[src/hw/rtl/pbf_pkg.sv]
// shared types, constants and helpers for the packet block fifo
`default_nettype none

package pbf_pkg;

  localparam int MAX_BLOCKS_DEF  = 16;
  localparam int BLOCK_BYTES_DEF = 64;
  localparam int QUEUE_DEPTH_DEF = 4;

  localparam int CFG_IDX_W  = 1;
  localparam int CFG_DATA_W = 7;
  localparam int ACT_W      = 5;
  localparam int LEN_W      = 7;
  localparam int BYTE_W     = 8;

  localparam logic [ACT_W-1:0] ACTIVE_RESET = 5'd16;
  localparam logic [LEN_W-1:0] BYTES_RESET  = 7'd64;

  typedef enum logic [CFG_IDX_W-1:0] {
    REG_ACTIVE_BLOCKS = 1'b0,
    REG_BLOCK_BYTES   = 1'b1
  } cfg_reg_t;

  typedef enum logic {
    FUNC_WRITE = 1'b0,
    FUNC_READ  = 1'b1
  } func_t;

  typedef enum logic [1:0] {
    KIND_STORED  = 2'd0,
    KIND_DROPPED = 2'd1,
    KIND_BYTE    = 2'd2,
    KIND_EMPTY   = 2'd3
  } kind_t;

  typedef enum logic {
    CMD_RESULT = 1'b0,
    CMD_READ   = 1'b1
  } cmd_op_t;

  typedef enum logic [1:0] {
    B_IDLE = 2'd0,
    B_CALC = 2'd1,
    B_DATA = 2'd2
  } bk_state_t;

  typedef struct packed {
    func_t             func;
    logic [BYTE_W-1:0] data_byte;
    logic              last_byte;
    logic [LEN_W-1:0]  read_limit;
  } pbf_in_t;

  typedef struct packed {
    kind_t             kind;
    logic [BYTE_W-1:0] out_byte;
    logic [LEN_W-1:0]  count;
    logic              last_out;
  } pbf_out_t;

  // value is the count for a result, the limit for a read
  typedef struct packed {
    cmd_op_t          op;
    kind_t            kind;
    logic [LEN_W-1:0] value;
  } cmd_t;

  typedef struct packed {
    logic rd_done;
  } bk_status_t;

  function automatic int idx_w(input int n);
    return (n > 1) ? $clog2(n) : 1;
  endfunction

endpackage

`default_nettype wire

[src/hw/rtl/pbf_back.sv]
// back part: executes queued commands and drives the result register
`default_nettype none

module pbf_back #(
  parameter int MAX_BLOCKS  = pbf_pkg::MAX_BLOCKS_DEF,
  parameter int BLOCK_BYTES = pbf_pkg::BLOCK_BYTES_DEF
) (
  input  wire logic                                              clk,
  input  wire logic                                              rst_n,
  input  wire logic                                              q_valid,
  input  wire pbf_pkg::cmd_t                                     q_cmd,
  input  wire logic [pbf_pkg::idx_w(MAX_BLOCKS)-1:0]             q_head,
  output      logic                                              q_pop,
  output      logic                                              len_re,
  output      logic [pbf_pkg::idx_w(MAX_BLOCKS)-1:0]             len_addr,
  input  wire logic [pbf_pkg::LEN_W-1:0]                         len_rdata,
  output      logic                                              dat_re,
  output      logic [pbf_pkg::idx_w(MAX_BLOCKS*BLOCK_BYTES)-1:0] dat_addr,
  input  wire logic [pbf_pkg::BYTE_W-1:0]                        dat_rdata,
  output      logic                                              out_valid,
  input  wire logic                                              out_ready,
  output      pbf_pkg::pbf_out_t                                 out_data,
  output      pbf_pkg::bk_status_t                               bk_status
);

  localparam int ADDR_W = pbf_pkg::idx_w(MAX_BLOCKS * BLOCK_BYTES);
  localparam int LEN_W  = pbf_pkg::LEN_W;

  pbf_pkg::bk_state_t state_r, state_nxt;
  logic [ADDR_W-1:0]  base_r, base_nxt;
  logic [LEN_W-1:0]   lim_r, lim_nxt;
  logic [LEN_W-1:0]   n_r, n_nxt;
  logic [LEN_W-1:0]   k_r, k_nxt;
  logic               out_valid_r, out_valid_nxt;
  pbf_pkg::pbf_out_t  out_data_r;

  logic              out_free, load, is_last;
  logic [LEN_W-1:0]  len_clip, calc_n;
  pbf_pkg::pbf_out_t res;

  assign out_free = !out_valid_r || out_ready;
  assign is_last  = ((k_r + LEN_W'(1)) == n_r);

  always_comb begin
    len_clip = (int'(len_rdata) > BLOCK_BYTES) ? LEN_W'(BLOCK_BYTES) : len_rdata;
    calc_n   = (lim_r < len_clip) ? lim_r : len_clip;
  end

  always_comb begin
    state_nxt = state_r;
    case (state_r)
      pbf_pkg::B_IDLE: begin
        if (q_valid && (q_cmd.op == pbf_pkg::CMD_READ)) begin
          state_nxt = pbf_pkg::B_CALC;
        end
      end
      pbf_pkg::B_CALC: begin
        if (calc_n != '0) begin
          state_nxt = pbf_pkg::B_DATA;
        end else if (out_free) begin
          state_nxt = pbf_pkg::B_IDLE;
        end
      end
      pbf_pkg::B_DATA: begin
        if (out_free && is_last) begin
          state_nxt = pbf_pkg::B_IDLE;
        end
      end
      default: state_nxt = pbf_pkg::B_IDLE;
    endcase
  end

  always_comb begin
    q_pop             = 1'b0;
    len_re            = 1'b0;
    len_addr          = q_head;
    dat_re            = 1'b0;
    dat_addr          = ADDR_W'(int'(q_head) * BLOCK_BYTES);
    base_nxt          = base_r;
    lim_nxt           = lim_r;
    n_nxt             = n_r;
    k_nxt             = k_r;
    load              = 1'b0;
    bk_status.rd_done = 1'b0;
    res.kind          = pbf_pkg::KIND_EMPTY;
    res.out_byte      = '0;
    res.count         = '0;
    res.last_out      = 1'b1;
    case (state_r)
      pbf_pkg::B_IDLE: begin
        if (q_valid && (q_cmd.op == pbf_pkg::CMD_READ)) begin
          q_pop    = 1'b1;
          len_re   = 1'b1;
          dat_re   = 1'b1;
          base_nxt = ADDR_W'(int'(q_head) * BLOCK_BYTES);
          lim_nxt  = q_cmd.value;
        end else if (q_valid && out_free) begin
          q_pop     = 1'b1;
          load      = 1'b1;
          res.kind  = q_cmd.kind;
          res.count = q_cmd.value;
        end
      end
      pbf_pkg::B_CALC: begin
        n_nxt = calc_n;
        k_nxt = '0;
        if ((calc_n == '0) && out_free) begin
          load              = 1'b1;
          bk_status.rd_done = 1'b1;
        end
      end
      pbf_pkg::B_DATA: begin
        if (out_free) begin
          load         = 1'b1;
          res.kind     = pbf_pkg::KIND_BYTE;
          res.out_byte = dat_rdata;
          res.count    = n_r;
          res.last_out = is_last;
          if (is_last) begin
            bk_status.rd_done = 1'b1;
          end else begin
            k_nxt    = k_r + LEN_W'(1);
            dat_re   = 1'b1;
            dat_addr = base_r + ADDR_W'(k_r) + ADDR_W'(1);
          end
        end
      end
      default: ;
    endcase
  end

  always_comb begin
    out_valid_nxt = out_valid_r;
    if (load) begin
      out_valid_nxt = 1'b1;
    end else if (out_ready) begin
      out_valid_nxt = 1'b0;
    end
  end

  always_ff @(posedge clk) begin
    if (!rst_n) begin
      state_r     <= pbf_pkg::B_IDLE;
      out_valid_r <= 1'b0;
    end else begin
      state_r     <= state_nxt;
      out_valid_r <= out_valid_nxt;
    end
  end

  always_ff @(posedge clk) begin
    base_r <= base_nxt;
    lim_r  <= lim_nxt;
    n_r    <= n_nxt;
    k_r    <= k_nxt;
    if (load) begin
      out_data_r <= res;
    end
  end

  assign out_valid = out_valid_r;
  assign out_data  = out_data_r;

  a_data_range: assert property (@(posedge clk) disable iff (!rst_n)
    (state_r == pbf_pkg::B_DATA) |-> ((n_r != '0) && (k_r < n_r)))
    else $error("byte index outside packet length");

  a_done_last: assert property (@(posedge clk) disable iff (!rst_n)
    bk_status.rd_done |-> (load && res.last_out))
    else $error("read finished without a closing result");

  a_calc_after_pop: assert property (@(posedge clk) disable iff (!rst_n)
    (state_r == pbf_pkg::B_CALC) && ($past(state_r) == pbf_pkg::B_IDLE) |-> $past(q_pop))
    else $error("read started without a queued command");

endmodule

`default_nettype wire

[config.mk]
export PLATFORM = sky130hd
export DESIGN_NAME = pbf_back
export DESIGN_NICKNAME = d
export VERILOG_FILES = /design/src/hw/rtl/pbf_pkg.sv /design/src/hw/rtl/pbf_back.sv
export SDC_FILE = /design/constraint.sdc
export NUM_CORES = 1
export LEC_CHECK = 0
export ABC_AREA = 1
export BUFFER_PORTS_ARGS = -buffer_cell sky130_fd_sc_hd__buf_4
export CAP_MARGIN = 10
export CORE_MARGIN = 2
export CORE_UTILIZATION = 45
export CTS_CLUSTER_DIAMETER = 200
export DETAILED_ROUTE_END_ITERATION = 8
export PLACE_DENSITY = 0.73
export REMOVE_ABC_BUFFERS = 1
export SLEW_MARGIN = 10
export SYNTH_ARGS = -nofsm -noshare
export SYNTH_HDL_FRONTEND = slang
export SYNTH_SLANG_ARGS = --single-unit
[constraint.sdc]
create_clock -name clk -period 2.8 [get_ports clk]
set_clock_uncertainty 0.05 [all_clocks]
set_input_delay 0.56 -clock clk [delete_from_list [all_inputs] [get_ports clk]]
set_output_delay 0.56 -clock clk [all_outputs]
set_load 0.02 [all_outputs]
* Yosys cells after proc, flatten, opt, wreduce, memory -nomap -nowiden
Cells that the tools add are included.
Word-level totals: register bits after elaboration 46, bits of input ports 33, output and inout port bits 37, word-level logic and storage cells 75
Operators by class: add/subtract/negate cells 3, order comparisons 2, eq/ne operators 8, multiplexer cells 37, reduce and logical (&&, ||, !) cells 15
Operators with widths (count):
- two-way mux 7 bit | 6
- two-way mux 10 bit | 3
- case mux 7 bit (2 select lines) | 2
- two-way mux 17 bit | 1
- two-way mux 1 bit | 14
- two-way mux 2 bit | 6
- adder 10 x 1 -> 10 bit (second input constant) | 1
- adder 10 x 7 -> 10 bit | 1
- inequality test 2 bit (second input constant) | 4
- adder 7 x 1 -> 7 bit (second input constant) | 1
- == test 7 bit | 1
- greater-than comparator 7 bit (second input constant) | 1
- logical NOT 7 bit | 1
- less-than comparator 7 bit | 1
- nonzero test 7 bit | 1
- case mux 2 bit (3 select lines) | 1
- AND reduction 3 bit | 2
- logical AND 1 bit | 4
- case mux 1 bit (2 select lines) | 2
- case mux 2 bit (2 select lines) | 1
- AND reduction 2 bit | 2
- nonzero test 2 bit | 2
- inequality test 3 bit (second input constant) | 1
- case mux 1 bit (3 select lines) | 1
- 5 further kinds | 5

* Depth between registers and ports, before layout
Gate-level depths: netlist of run 1.
depth after elaboration 9, gate-level depth with buffers 18, depth with buffers taken out 18

* Least setup slack after synthesis of run 1
OpenSTA, ideal clock, no wires.
path kind input -> output, from in len_rdata[6] in the netlist's numbering, to out bk_status, data arrival time 2282 ps, required time 2190 ps, path slack -92 ps, cell stages on the path 11, buffers on the path 0, cells stage by stage inv_1 > nand2_1 > ha_1 > a21oi_1 > o21a_1 > nand2_2 > nand2_1 > nand2_1 > nor2_1 > nand3_1 > a21boi_1
On the way: longest elaborated chain between the ends 8
Ends and longest elaborated chain:
- from (decl) | line pbf_back.sv:16 | input wire logic [pbf_pkg::LEN_W-1:0] len_rdata,
- greater-than comparator 7 bit | line pbf_back.sv:45 | len_clip = (int'(len_rdata) > BLOCK_BYTES) ? LEN_W'(BLOCK_BYTES) : len_rdata;
- two-way mux 7 bit * | line pbf_back.sv:45
- less-than comparator 7 bit | line pbf_back.sv:46 | calc_n = (lim_r < len_clip) ? lim_r : len_clip;
- two-way mux 7 bit * | line pbf_back.sv:46
- net calc_n[2] | line pbf_back.sv:38 | logic [LEN_W-1:0] len_clip, calc_n;
- logical NOT 7 bit * | line pbf_back.sv:107 | if ((calc_n == '0) && out_free) begin
- logical AND 1 bit * | line pbf_back.sv:107
- two-way mux 1 bit * | line pbf_back.sv:107
- case mux 1 bit (2 select lines) * | line pbf_back.sv:89 | case (state_r)
- to (decl) | line pbf_back.sv:23 | output pbf_pkg::bk_status_t bk_status
The timed path passes the listed nets; every way through them passes the cells marked *.

* Final worst setup path of run 1
from in len_rdata[6] in the netlist's numbering, to out bk_status
On the way: longest elaborated chain between the ends 8
Ends and longest elaborated chain (line):
- greater-than comparator 7 bit | pbf_back.sv:45
- two-way mux 7 bit * | pbf_back.sv:45
- less-than comparator 7 bit | pbf_back.sv:46
- two-way mux 7 bit * | pbf_back.sv:46
- logical NOT 7 bit * | pbf_back.sv:107
- logical AND 1 bit * | pbf_back.sv:107
- two-way mux 1 bit * | pbf_back.sv:107
- case mux 1 bit (2 select lines) * | pbf_back.sv:89
Every way passes the cells marked *; elsewhere a longest branch is shown, timed or not.

==> results of run 1 <==
what timing repair did:
item	CTS	global route
setup endpoints to repair	12	12
cloned	1	0
pin swaps	7	32
endpoints found under the hold margin	0	0
gates resized for setup	23	80
buffers inserted	5	7
cell families after synthesis:
logic type                 after synthesis  share of synthesized area
and+or+nand+nor                        142                      0.242
muxes                                    2                    0.00771
DFF                                     46                      0.521
adders and majority gates               12                     0.0579
xor gates and xnor gates                 4                     0.0135
buffers and inverters                   57                     0.0911
AOI/OAI and AO/OA                       27                     0.0670
routing by layer:
metal	up-vias	wire [um]
met5	-	0
met4	0	122
met3	12	435
met2	96	3430
met1	1089	2660
li1	1129	-
final timing paths:
path                            slack [ns]  cells past startpoint                      end
worst max-delay path                 -0.23                     17                bk_status
worst min register to register        0.46                      2  state_r[1]$_SDFFE_PN0P_
worst max register to register        0.27                     11     k_r[3]$_SDFFCE_PN0P_
worst min-delay path                  0.40                      1       lim_r[6]$_DFFE_PP_
power groups by stage:
stage,clock network (mW),registers [mW],logic [mW]
after global placement,0,1.14,1.32
after CTS,0.577,1.13,1.46
final,0.570,1.15,1.78
after detailed placement,0,1.14,1.35
after floorplan,0,1.24,0.713
after global routing,0.612,1.17,1.91
per-stage QoR:
step,worst slack [ns],hold WS [ns],area (um2),util
after global routing,-0.325,0.385,3980,0.718
final,-0.229,0.399,3980,0.718
after CTS,-0.173,0.397,3580,0.646
after global placement,-0.313,0.437,3310,0.598
after floorplan,-0.0917,0.418,2550,-
after detailed placement,-0.393,0.449,3310,0.598
worst max-delay path, stage by stage:
cell and delay, ns:
buf_8 0.10, clkinvlp_4 0.17, nand2_2 0.11, ha_4 0.29
nand2_2 0.05, inv_2 0.04, nand2_2 0.04, nand2_2 0.09
nand2_4 0.10, nand2_8 0.12, nand2_2 0.06, nand2_2 0.09
nand2_2 0.07, nor2_4 0.12, nand3_2 0.10, a21boi_2 0.17
buf_6 0.13
synthesized netlist by cell type:
cell,instances,share of area
a21boi_1,1,0.0029
a21oi_1,7,0.013
a21oi_4,1,0.0063
buf_4,4,0.012
buf_6,1,0.0043
clkbuf_1,1,0.0014
dfxtp_1,3,0.023
edfxtp_1,43,0.50
ha_1,12,0.058
inv_1,50,0.072
inv_2,1,0.0014
mux2i_1,2,0.0077
nand2_1,73,0.11
nand2_2,7,0.017
nand3_1,16,0.031
nand3b_1,3,0.0087
nand3b_4,1,0.0077
nand4_1,1,0.0024
nor2_1,34,0.049
nor2_2,3,0.0072
nor2_4,2,0.0087
o211ai_1,1,0.0029
o21a_1,1,0.0029
o21ai_0,11,0.021
o21bai_1,1,0.0029
o21bai_2,2,0.0087
o31ai_1,2,0.0058
or2_1,1,0.0024
or2_2,1,0.0024
xnor2_1,2,0.0068
xor2_1,2,0.0068
layout make-up:
| class | instances | area [um2] | area share |
|---|---|---|---|
| timing repair buffer | 100 | 838 | 0.211 |
| clock buffer | 5 | 68.8 | 0.0173 |
| inverter | 51 | 195 | 0.0490 |
| tap | 72 | 90.1 | 0.0226 |
| multi-input combinational | 188 | 1370 | 0.345 |
| clock inverter | 3 | 63.8 | 0.0160 |
| sequential | 46 | 1350 | 0.340 |
sequential cells by signal (all words and copies together) (netlist names):
signal     flops
out_data      18
k_r            7
lim_r          7
n_r            7
base_r         4
state_r        2
out_valid      1
==> summary.md, run 1 <==
| Metric | Value |
|---|---|
| Status | finished, violations left |
| Violated checks | setup timing |
| Routed WL per cell | between 10 and 15 um |
| CTS tree | done |
| Psw | between 1 and 1.5 mW |
| I/O pins | 70 |
| Commonest non-fill, non-tap cell in the layout | buf_4 |
| Commonest cells after routing, fill and taps aside | buf_4, inv_1, nand2_1 |
| Synth cell types | 31 |
| Tightest Pin Transition | 1.06 ns |
| First-pass GRT wire length | 9.59 mm |
| CTS Buf Count | 5 |
| Required time worst endpoint | approximately 2.2 ns |
| Antenna diode count | 0 |
| Total Nets Final | 437 |
| Setup crit start kind | input port |
| Maximum vdd drop | between 0.0005 and 0.0006 V |
| Lkg Pwr | 1.82 nW |
| Synth Register Bits | 46 |
| Fillcell total | 393 |
| Crit path DAT | 2.42 ns |
| Max-cap violations | 0 |
| Die W | 79.9 um |
| Initial core utilization | 0.468 |
| Post-CTS Hold Fix Bufs | 0 |
| Worst hold start | q_cmd[6] |
| DRT Pass-1 Iters | 5 |
| Cells after synthesis | 290 |
| Power Dens Cells | 879 nW/um2 |
| DRC | 0 |
| GRT busiest layer | met2 |
| Buffers added on ports | 69 |
| Vias | 2,326 |
| CP Launch Point | len_rdata[6] |
| Worst slew margin | 0.286 |
| Placed insts | 444 |
| Final Setup Violations | 5 |
| Clk pwr share | 0.163 |
| Crit Path Class | in2out |
| Tmin final | about 3 ns |
| GR Overflow Total | 0 |
| Unrepaired setup endpoints after global routing | true |
| Min-Delay Path Class | in2reg |
| # clock sinks | 46 |
| Number of global-route vias before repair | 2,155 |
| 1st-iter DRT viols | 68 |
| Pint | 2.15 mW |
| Routing usage on met1 | 0.247 |
| YS warnings | 0 |
| Clock Latency Late Sink | approximately 0.3 ns |
| Final Power | 3.50 mW |
| Max Slew Vio Count | 0 |
| Crit path max fanout | 8 |
| Final ANT Viol Nets | 0 |
| Seq pwr share | 0.330 |
| Synthesized cell area | 2590 um2 |
| Post-DP HPWL | 4.43 mm |
| Die area | 6390 um2 |
| Min setup slack post-route | -0.229 ns |
| Clk slew on worst S/H paths | approximately 0.080 ns |
| H-tree levels | 2 |
| Final wirelength | 6.64 mm |
| GRT Util Overall | 0.195 |
| Seq/Total Area, Yosys | 0.521 |
| Core area | 5540 um2 |
| GPL Wtd Cong | 0.872 |
| Setup TNS Final | -0.407 ns |
| Crit end category | output pin |
| P&R area growth vs syn | 53.4% |
| Syn_area_per_cell | between 8 and 9 um2 |
| Critical R2R Launch | k_r[2]$_SDFFCE_PN0P_ |
| Fin. Hold Viols | 0 |
| Net Sw Frac | 0.386 |
| Layout cells sized above 1 | 0.461 |
| Fin crit share | 1.08 |
| Combinational group share of total power | 0.508 |
| Clk buf depth | 2 |
| Root buf cell | clkbuf_8 |
| Row cnt | 27 |
| Initial antenna violation count | 0 |
| Met3 Use GR | 0.0430 |
| Die height | around 80 um |
| Pin count of the biggest net entering global routing | 16 |
| Via density | between 5 and 6 |
| Layout Cells excl Fill | 465 |
| Fmax | 330 MHz |
| GR Layer Usage met2 | 0.338 |
(Power assumes the default switching activity.)
==> run 2, diff against run 1 <==
- ABC_AREA: 1 -> unset
==> summary.md, run 2 <==
| Metric | Value |
|---|---|
| Psw | 0.965 mW (-29%) |
| Die area | 6090 um2 (-4.8%) |
| YS warnings | 0 (unchanged) |
| Post-DP HPWL | 4.19 mm (-5.4%) |
| Number of global-route vias before repair | 1,976 (-8.3%) |
| Synth cell types | 41 (+32%) |
| CP peak stage delay | 0.40 ns (+0.11 ns) |
| Initial core utilization | 0.474 (+0.00517) |
| Hold endpoint | lim_r[1]$_DFFE_PP_ |
| Critical R2R Launch | k_r[0]$_SDFFCE_PN0P_ |
| Violated checks | setup timing |
| Root buf cell | clkbuf_8 |
| CP cell instances | ha_2 > and3_4 > xnor3_1 > and4_4 > and4b_4 > nand2b_4 > mux2_4 > buf_6 |
| Final Setup Violations | 12 (+7) |
| Tightest Pin Transition | 0.757 ns (-0.303 ns) |
| Die W | 78.0 um (-2.4%) |
| Combinational group share of total power | 0.442 (-0.066) |
| Buffers added on ports | 69 (unchanged) |
| P&R area growth vs syn | 40.2% |
| Seq/Total Area, Yosys | 0.548 (+0.0275) |
| Tmin final | 3.02 ns (-0.0123 ns) |
| Vias | 1,952 (-16%) |
| Antenna diode count | 0 (unchanged) |
| Commonest non-fill, non-tap cell in the layout | buf_4 |
| Final ANT Viol Nets | 0 (unchanged) |
| Layout cells sized above 1 | 0.424 (-0.0362) |
| Commonest cells after routing, fill and taps aside | buf_4, edfxtp_1, nand2_1 |
| CTS Buf Count | 5 (unchanged) |
| Most frequent cell after synthesis | edfxtp_1 |
| Max Slew Vio Count | 0 (unchanged) |
| Clk pwr share | 0.174 (+0.011) |
| Synthesized cell area | 2460 um2 (-5.0%) |
| Core area | 5200 um2 (-6.1%) |
| GRT Util Overall | 0.201 (+0.00575) |
| Simple logic cell fraction of the synthesized area | 0.158 (-0.0842) |
| Status | finished, violations left |
| DRT Pass-1 Iters | 4 (-1) |
| Fillcell total | 405 (+3.1%) |
| R2R cell count | 9 (-2) |
| Synth Register Bits | 46 (unchanged) |
| Ys flop type | edfxtp_1 |
| Net Sw Frac | 0.342 (-0.0443) |
| Required time worst endpoint | 2.19 ns (about the same) |
| Synth Area in Compound Gates | 0.0919 (+0.0249) |
| Largest register FFs | 18 (unchanged) |
| Worst slew margin | 0.494 (+0.208) |
| Initial antenna violation count | 0 (unchanged) |
| Cells after synthesis | 208 (-28%) |
| Syn_area_per_cell | 11.9 um2 (+32%) |
| Via density | 5.22 (+4.3%) |
| Synth async-reset ratio | 0 (unchanged) |
| Slowest-stage cell, CP | edfxtp_1 |
| CP Launch Point | k_r[0]$_SDFFCE_PN0P_ |
| Seq pwr share | 0.384 (+0.054) |
| Max-cap violations | 0 (unchanged) |
| Die height | 78.0 um (-2.4%) |
| Post-synthesis mux area share | 0.0269 (+0.0192) |
| # clock sinks | 46 (unchanged) |
| Largest family of logic cells by synthesized area | simple AND/OR/NAND/NOR gates |
| Crit end category | output pin |
| Fin crit share | 1.08 (-0.00438) |
| Routed WL per cell | 15.6 um (+9.3%) |
| Crit Path Class | reg2out |
| Min-Delay Path Class | in2reg |
| R2r endpoint | k_r[2]$_SDFFCE_PN0P_ |
| Setup crit start kind | flip-flop |
| 1st-iter DRT viols | 60 (-12%) |
| Area leader, netlist | edfxtp_1 |
| Fmax | 331 MHz (+0.41%) |
| Fin. Hold Viols | 0 (unchanged) |
| H-tree levels | 2 (unchanged) |
| Synth Area in XOR/XNOR | 0.0777 (+0.0642) |
| Total Nets Final | 348 (-20%) |
| Unrepaired setup endpoints after global routing | true |
| Post-CTS Hold Fix Bufs | 0 (unchanged) |
| Worst hold start | q_cmd[1] |
| Pre-CTS setup slack | -0.230 ns (+0.163 ns) |
| Most area-consuming cells after synthesis | edfxtp_1, ha_1, nand2_1, xnor2_1, and3_1 |
| Final wirelength | 5.84 mm (-12%) |
| Pint | 1.85 mW (-14%) |
| Crit path max fanout | 5 (-3) |
| First-pass GRT wire length | 9.41 mm (-1.9%) |
| Power Dens Cells | 816 nW/um2 (-7.2%) |
| DRC | 0 (unchanged) |
| Clk slew on worst S/H paths | 0.08 ns (about the same) |
| CTS tree | done |
| I/O pins | 70 (unchanged) |
| Lkg Pwr | 1.47 nW (-19%) |
| Synth cell count leaders | edfxtp_1, nand2_1, nor2_1 |
| Pin count of the biggest net entering global routing | 17 (+1) |
| Adder-cell share of the synthesized area | 0.0609 (+0.00305) |
| FF-to-FF setup slack | 0.12 ns (-0.15 ns) |
| Crit path DAT | 2.41 ns (about the same) |
| Clk buf depth | 2 (unchanged) |
| EDFF count, synth | 43 (unchanged) |
| GPL Wtd Cong | 0.807 (-7.4%) |
| Final Power | 2.82 mW (-19%) |
| Min setup slack post-route | -0.217 ns (+0.0123 ns) |
| Hold path cells | 1 (unchanged) |
| Maximum vdd drop | 0.000526 V (-3.3%) |
| Row cnt | 26 (-3.7%) |
| Yosys top cell area share | 0.524 (+0.0263) |
| Clock Latency Late Sink | 0.29 ns (about the same) |
| GR Overflow Total | 0 (unchanged) |
## run 2: cell count changes after synthesis, moves of 7 or more
cell / delta
a22o_1: +7
and3_1: +12
inv_1: -46
nand2_1: -46
nand2_2: -7
nand3_1: -14
nor2_1: -14
xnor2_1: +8
## run 2: metal layers
metal	vias to the layer above	track usage	wire length, um
met5	-	0	0
met4	0	0.0702	82
met2	56	0.348	2970
met3	8	0.0414	320
met1	943	0.250	2470
li1	945	-	-
## run 2: cell families (layout without fill, tap and decap cells)
family	after synthesis	count (layout)
DFF	46	46
xor gates and xnor gates	17	17
AOI/OAI and AO/OA	33	33
buffers and inverters	17	113
and+or+nand+nor	78	78
adders and majority gates	12	12
muxes	5	5
## run 2: how the worst max path moves through the flow
stage,end,cells after the start
floorplan,out_data[0]$_SDFFCE_PN1P_,9
global route,dat_addr[8],8
finish,dat_addr[8],8
detailed placement,bk_status,11
global placement,bk_status,11
CTS,dat_addr[9],9
## run 2: layout make-up
type / instances / area, um2 / area share
Sequential cell: 46 / 1350 / 0.391
Clock inverter: 2 / 37.5 / 0.0109
Timing Repair Buffer: 99 / 778 / 0.225
Inverter: 6 / 27.5 / 0.00797
Clock buffer: 6 / 72.6 / 0.0210
Multi-Input combinational cell: 145 / 1100 / 0.318
Tap cell: 70 / 87.6 / 0.0254
## run 2: critical path: cells and delay by family, from the launching register on
kind / cells / cell delay (ns)
simple gates: 4 / 0.84
fa+ha+maj: 1 / 0.22
mux: 1 / 0.31
xor+xnor: 1 / 0.20
flops: 1 / 0.40
buf+inv: 1 / 0.13
## run 2: power groups by stage
| stage | registers, mW | clock network [mW] | logic (mW) |
|---|---|---|---|
| floorplan | 1.16 | 0 | 0.577 |
| global placement | 1.09 | 0 | 1.07 |
| detailed placement | 1.09 | 0 | 1.09 |
| CTS | 1.08 | 0.498 | 1.18 |
| global route | 1.10 | 0.530 | 1.35 |
| finish | 1.08 | 0.491 | 1.25 |
## run 2: timing repair
item	4_1_cts	5_1_grt
pin swaps	9	3
endpoints found under the hold margin	0	0
resized for setup	20	3
setup buffers	9	5
setup endpoints to repair	12	12
## run 2: stage by stage
step	cell area [um2]	instances	setup TNS (ns)	hold WS, ns	utilization
2_1_floorplan	2400	197	-22.68	0.419	-
3_3_place_gp	3140	352	-2.91	0.439	0.603
3_5_place_dp	3140	352	-4.04	0.458	0.603
4_1_cts	3410	369	-1.45	0.392	0.655
5_1_grt	3450	374	-3.28	0.385	0.664
6_report	3450	374	-1.89	0.397	0.664
